--- src/rtl/gpr_pkg.sv ---
`timescale 1ns / 1ps

package gpr_pkg;

   localparam int DATA_W      = 16;
   localparam int CFG_DATA_W  = 11;
   localparam int CFG_IDX_W   = 2;
   localparam int LEVEL_W     = 2;
   localparam int POS_W       = 11;   // image_width and image_height never exceed 2047
   localparam int ROW_W       = 10;
   localparam int MAX_ROWS    = 1024;
   localparam int MIN_SIZE    = 4;
   localparam int MAX_COLS_DEF = 1024;
   localparam int STORED_ROWS = 4;
   localparam int LANE_W      = 2;
   localparam int TAPS        = 5;
   localparam int SUM_W       = 25;

   localparam logic [CFG_IDX_W-1:0] REG_IMAGE_WIDTH  = 2'd0;
   localparam logic [CFG_IDX_W-1:0] REG_IMAGE_HEIGHT = 2'd1;
   localparam logic [CFG_IDX_W-1:0] REG_LEVEL_SHIFT  = 2'd2;

   localparam logic [CFG_DATA_W-1:0] WIDTH_RESET  = 11'd1024;
   localparam logic [CFG_DATA_W-1:0] HEIGHT_RESET = 11'd1024;
   localparam logic [LEVEL_W-1:0]    LEVEL_RESET  = 2'd1;

   typedef logic [1:0] kind_type;
   localparam kind_type KIND_NONE  = 2'd0;
   localparam kind_type KIND_LEFT  = 2'd1;
   localparam kind_type KIND_RIGHT = 2'd2;
   localparam kind_type KIND_FULL  = 2'd3;

   // index 0 is the newest tap, index 4 the oldest
   typedef logic [TAPS-1:0][DATA_W-1:0] taps_type;

   typedef struct packed {
      kind_type           kind;
      logic [POS_W-1:0]   centre;
   } tap_sel_type;

   // Decide whether the newest position closes a filter window, and where its centre is.
   function automatic tap_sel_type tap_kind(input logic [POS_W-1:0] pos,
                                            input logic [POS_W-1:0] len,
                                            input logic [LEVEL_W-1:0] sh);
      logic [POS_W-1:0] mask;
      logic [POS_W-1:0] outs;
      logic [POS_W-1:0] c;
      tap_sel_type      res;
      mask       = (POS_W'(1) << sh) - POS_W'(1);
      outs       = len >> sh;
      res.kind   = KIND_NONE;
      res.centre = '0;
      c          = pos - POS_W'(2);
      if (pos >= POS_W'(2) && (c & mask) == '0 && (c >> sh) < outs &&
          (c + POS_W'(1)) != (len - POS_W'(1))) begin
         res.kind   = (c == '0) ? KIND_LEFT : KIND_FULL;
         res.centre = c;
      end else begin
         c = pos - POS_W'(1);
         if (pos >= POS_W'(1) && pos == (len - POS_W'(1)) && (c & mask) == '0 &&
             (c >> sh) < outs && c >= POS_W'(2)) begin
            res.kind   = KIND_RIGHT;
            res.centre = c;
         end
      end
      return res;
   endfunction

endpackage

--- src/rtl/gpr_tap5.sv ---
`timescale 1ns / 1ps

// Five-tap 13/64/102/64/13 kernel with edge tap dropping, rounded to nearest.
module gpr_tap5 (
   input  gpr_pkg::kind_type           kind,
   input  gpr_pkg::taps_type           taps,
   output logic [gpr_pkg::DATA_W-1:0]  result
);

   gpr_pkg::taps_type                 u;
   logic [gpr_pkg::SUM_W-1:0]         sum;

   always_comb begin
      case (kind)
         gpr_pkg::KIND_LEFT: begin
            u = {16'd0, 16'd0, taps[2], taps[1], taps[0]};
         end
         gpr_pkg::KIND_RIGHT: begin
            // shift so the newest sample lands on a 64 weight
            u = {taps[3], taps[2], taps[1], taps[0], 16'd0};
         end
         default: begin
            u = taps;
         end
      endcase
   end

   always_comb begin
      sum = gpr_pkg::SUM_W'(u[0]) * 25'd13
          + gpr_pkg::SUM_W'(u[1]) * 25'd64
          + gpr_pkg::SUM_W'(u[2]) * 25'd102
          + gpr_pkg::SUM_W'(u[3]) * 25'd64
          + gpr_pkg::SUM_W'(u[4]) * 25'd13
          + 25'd128;
   end

   assign result = sum[8 +: gpr_pkg::DATA_W];

endmodule

--- config.mk ---
export PLATFORM = sky130hd
export DESIGN_NAME = gpr_tap5
export DESIGN_NICKNAME = d
export VERILOG_FILES = /design/src/rtl/gpr_pkg.sv /design/src/rtl/gpr_tap5.sv
export SDC_FILE = /design/constraint.sdc
export NUM_CORES = 1
export LEC_CHECK = 0
export BUFFER_PORTS_ARGS = -buffer_cell sky130_fd_sc_hd__buf_2
export CAP_MARGIN = 20
export CELL_PAD_IN_SITES_DETAIL_PLACEMENT = 1
export CELL_PAD_IN_SITES_GLOBAL_PLACEMENT = 1
export CORE_MARGIN = 2
export CORE_UTILIZATION = 29
export DETAILED_ROUTE_END_ITERATION = 8
export MAX_ROUTING_LAYER = met4
export PLACE_DENSITY = 0.58
export SYNTH_ARGS = -nofsm -noshare
export SYNTH_HDL_FRONTEND = slang
export SYNTH_SLANG_ARGS = --single-unit
--- constraint.sdc ---
create_clock -name vclk -period 13.1
set_clock_uncertainty 0.2 [all_clocks]
set_input_delay 1.31 -clock vclk [all_inputs]
set_output_delay 1.31 -clock vclk [all_outputs]
set_load 0.05 [all_outputs]
==> out/qor.txt <==
Status -> finished, final reports clean
Share of the cycle needed by the critical path after routing -> 0.8763
Slew Limit Fails -> 0
WP data required -> 11.59 ns
FP Rows -> 57
DR vias -> 5738
Worst-path fanout max -> 48
Count of endpoints failing hold in the final timing report -> 0
Worst hold path class -> in2out
Initial Utilization -> 0.2944
Period minus WS final -> 11.48 ns
Count of unresolved DRC violations after routing -> 0
Yosys synthesis warning count -> 0
Initial drt markers -> 184
Worst setup endpoint -> result[13]
Core area -> 24180 um2
# Max-Cap Violations -> 0
Sum Neg Setup Slack -> 0 ns
Overflow left after global routing -> 0
Pin count of the biggest net entering global routing -> 49
Cell type of the slowest stage on the worst timing path -> fa_1
Number of antenna violations at the first check in global routing -> 0
Height of the die -> 160.7 um
Most frequent cells after synthesis -> 208 x inv_1, 139 x ha_1, 124 x fa_1
Number of gates resized after CTS -> 0
Kind of critical path -> in2out
Number of flip-flops and latches -> 0
Top-area cell type share of the netlist area -> 0.3488
Pin slew with the least headroom to its limit -> 0.9384 ns
Post-Place Setup Slack -> 1.611 ns
Routed Antenna Nets -> 0
Setup repair after global routing missed its margin -> no
Crit path DAT -> 9.97 ns
CP peak stage delay -> 0.54 ns
Die area -> 25810 um2
Utilization of the core after routing -> 0.3291
Wire length per cell -> 17.04 um
Unique cell type count in the Yosys netlist -> 50
Headroom to the max-slew limit -> 0.3744
Number of antenna cells inserted -> 0
Count of buffers from port buffering -> 98
Global-route usage over all layers -> 0.1683
Layout cells sized above 1 -> 0.1206
Filler cell count -> 2909
Synthesized netlist net count -> 1153
WL final -> 20.64 mm
Leading cell types by total area after synthesis -> fa_1 35%, ha_1 24%, inv_1 11%
Final WS setup -> 1.621 ns
Library cell with the highest instance count after synthesis -> inv_1
Cell area after technology mapping -> 7117 um2
Post-CTS setup buffers -> 0
Setup-failing EPs final -> 0
Setup crit start kind -> primary input
Number of placed I/O pins -> 98
Critical path capture point type -> primary output
Area growth from synthesis to layout -> 11.80%
Net count reported at finish -> 1234
Placer Congestion -> 0.8469
Register area -> 0 um2
Chip width -> 160.7 um
Hold-fix buffers at CTS -> 0
Number of global-route vias before repair -> 6229
First element of the critical path -> kind[0]
Final HPWL DP -> 19.12 mm
Post-synthesis area per instance -> 8.808 um2
Detailed-routing iteration count for the pre-antenna-repair pass -> 5
Wire length of the first global-routing pass -> 33.35 mm
Number of instances in the synthesized netlist -> 808
Sequential cell area fraction in the yosys report -> 0
Clock buffer count in the final layout -> 0
Cell taking the most area after synthesis -> fa_1
Highest attainable clock frequency -> 87.11 MHz
Detail-routed via count per cell -> 4.738
## cell type report
type                            instances  area (um2)  share of cell area
Multi-Input combinational cell        578        6257              0.7864
Inverter                              208       780.7             0.09813
Timing Repair Buffer                  101       513.0             0.06448
Tap cell                              324       405.4             0.05095
## worst min-delay path by stage
stage,startpoint,endpoint,slack (ns),cells past startpoint
3_5_place_dp,taps[64],result[3],3.48,7
3_3_place_gp,taps[64],result[3],3.49,7
5_1_grt,taps[64],result[3],3.55,6
6_report,taps[64],result[3],3.47,6
4_1_cts,taps[64],result[3],3.50,7
2_1_floorplan,taps[64],result[4],3.08,6
## logic make-up (layout without fill, tap and decap cells)
logic type | after synthesis | after routing | share of synthesized area
fa+ha+maj | 263 | 263 | 0.5932
buf+inv | 230 | 309 | 0.1218
compound gates | 162 | 162 | 0.1649
simple gates | 121 | 121 | 0.08070
xor+xnor | 32 | 32 | 0.03938
## placed cells by master, fill, tap and decap left out, types with 2 or more instances in the layout
cell and count:
a211oi_1 4, a21boi_1 2, a21o_1 14, a21oi_1 30, a221oi_1 3, a22o_1 47, a22oi_1 5, a31oi_1 5
and2_1 14, and3_1 6, and4_1 2, buf_2 98, buf_4 3, fa_1 124, ha_1 139, inv_1 208
nand2_1 49, nand2b_1 2, nand3_1 12, nand3b_1 3, nand4_1 4, nor2_1 19, nor3_1 5, o2111ai_1 3
o211a_1 2, o211ai_1 2, o21a_1 4, o21ai_0 19, o21ai_1 5, o21bai_1 2, o41ai_1 2, or2_2 2
xnor2_1 21, xor2_1 11
## layer usage
metal / up-vias / wire, um / global-route usage
li1: 2799 / - / -
met1: 2832 / 9471 / 0.2297
met2: 107 / 10510 / 0.2986
met3: 0 / 655 / 0.004390
met4: 0 / 0 / 0
met5: - / 0 / -
## critical path, delay by kind of cell
family / cells / cell delay (ns)
compound gates: 8 / 1.93
xor+xnor: 1 / 0.17
fa+ha+maj: 10 / 3.90
buf+inv: 9 / 1.25
simple gates: 5 / 1.37
## per-stage QoR
step / cells / instance area (um2) / hold WS (ns)
final: 1211 / 7956 / 3.470
after global routing: 1211 / 7956 / 3.547
after CTS: 1211 / 7956 / 3.499
after detailed placement: 1211 / 7956 / 3.482
after global placement: 1211 / 7956 / 3.485
after floorplan: 808 / 7117 / 3.084
Power is not shown: default switching activity piles up to over one toggle a cycle in this logic, so the estimate is an artifact.
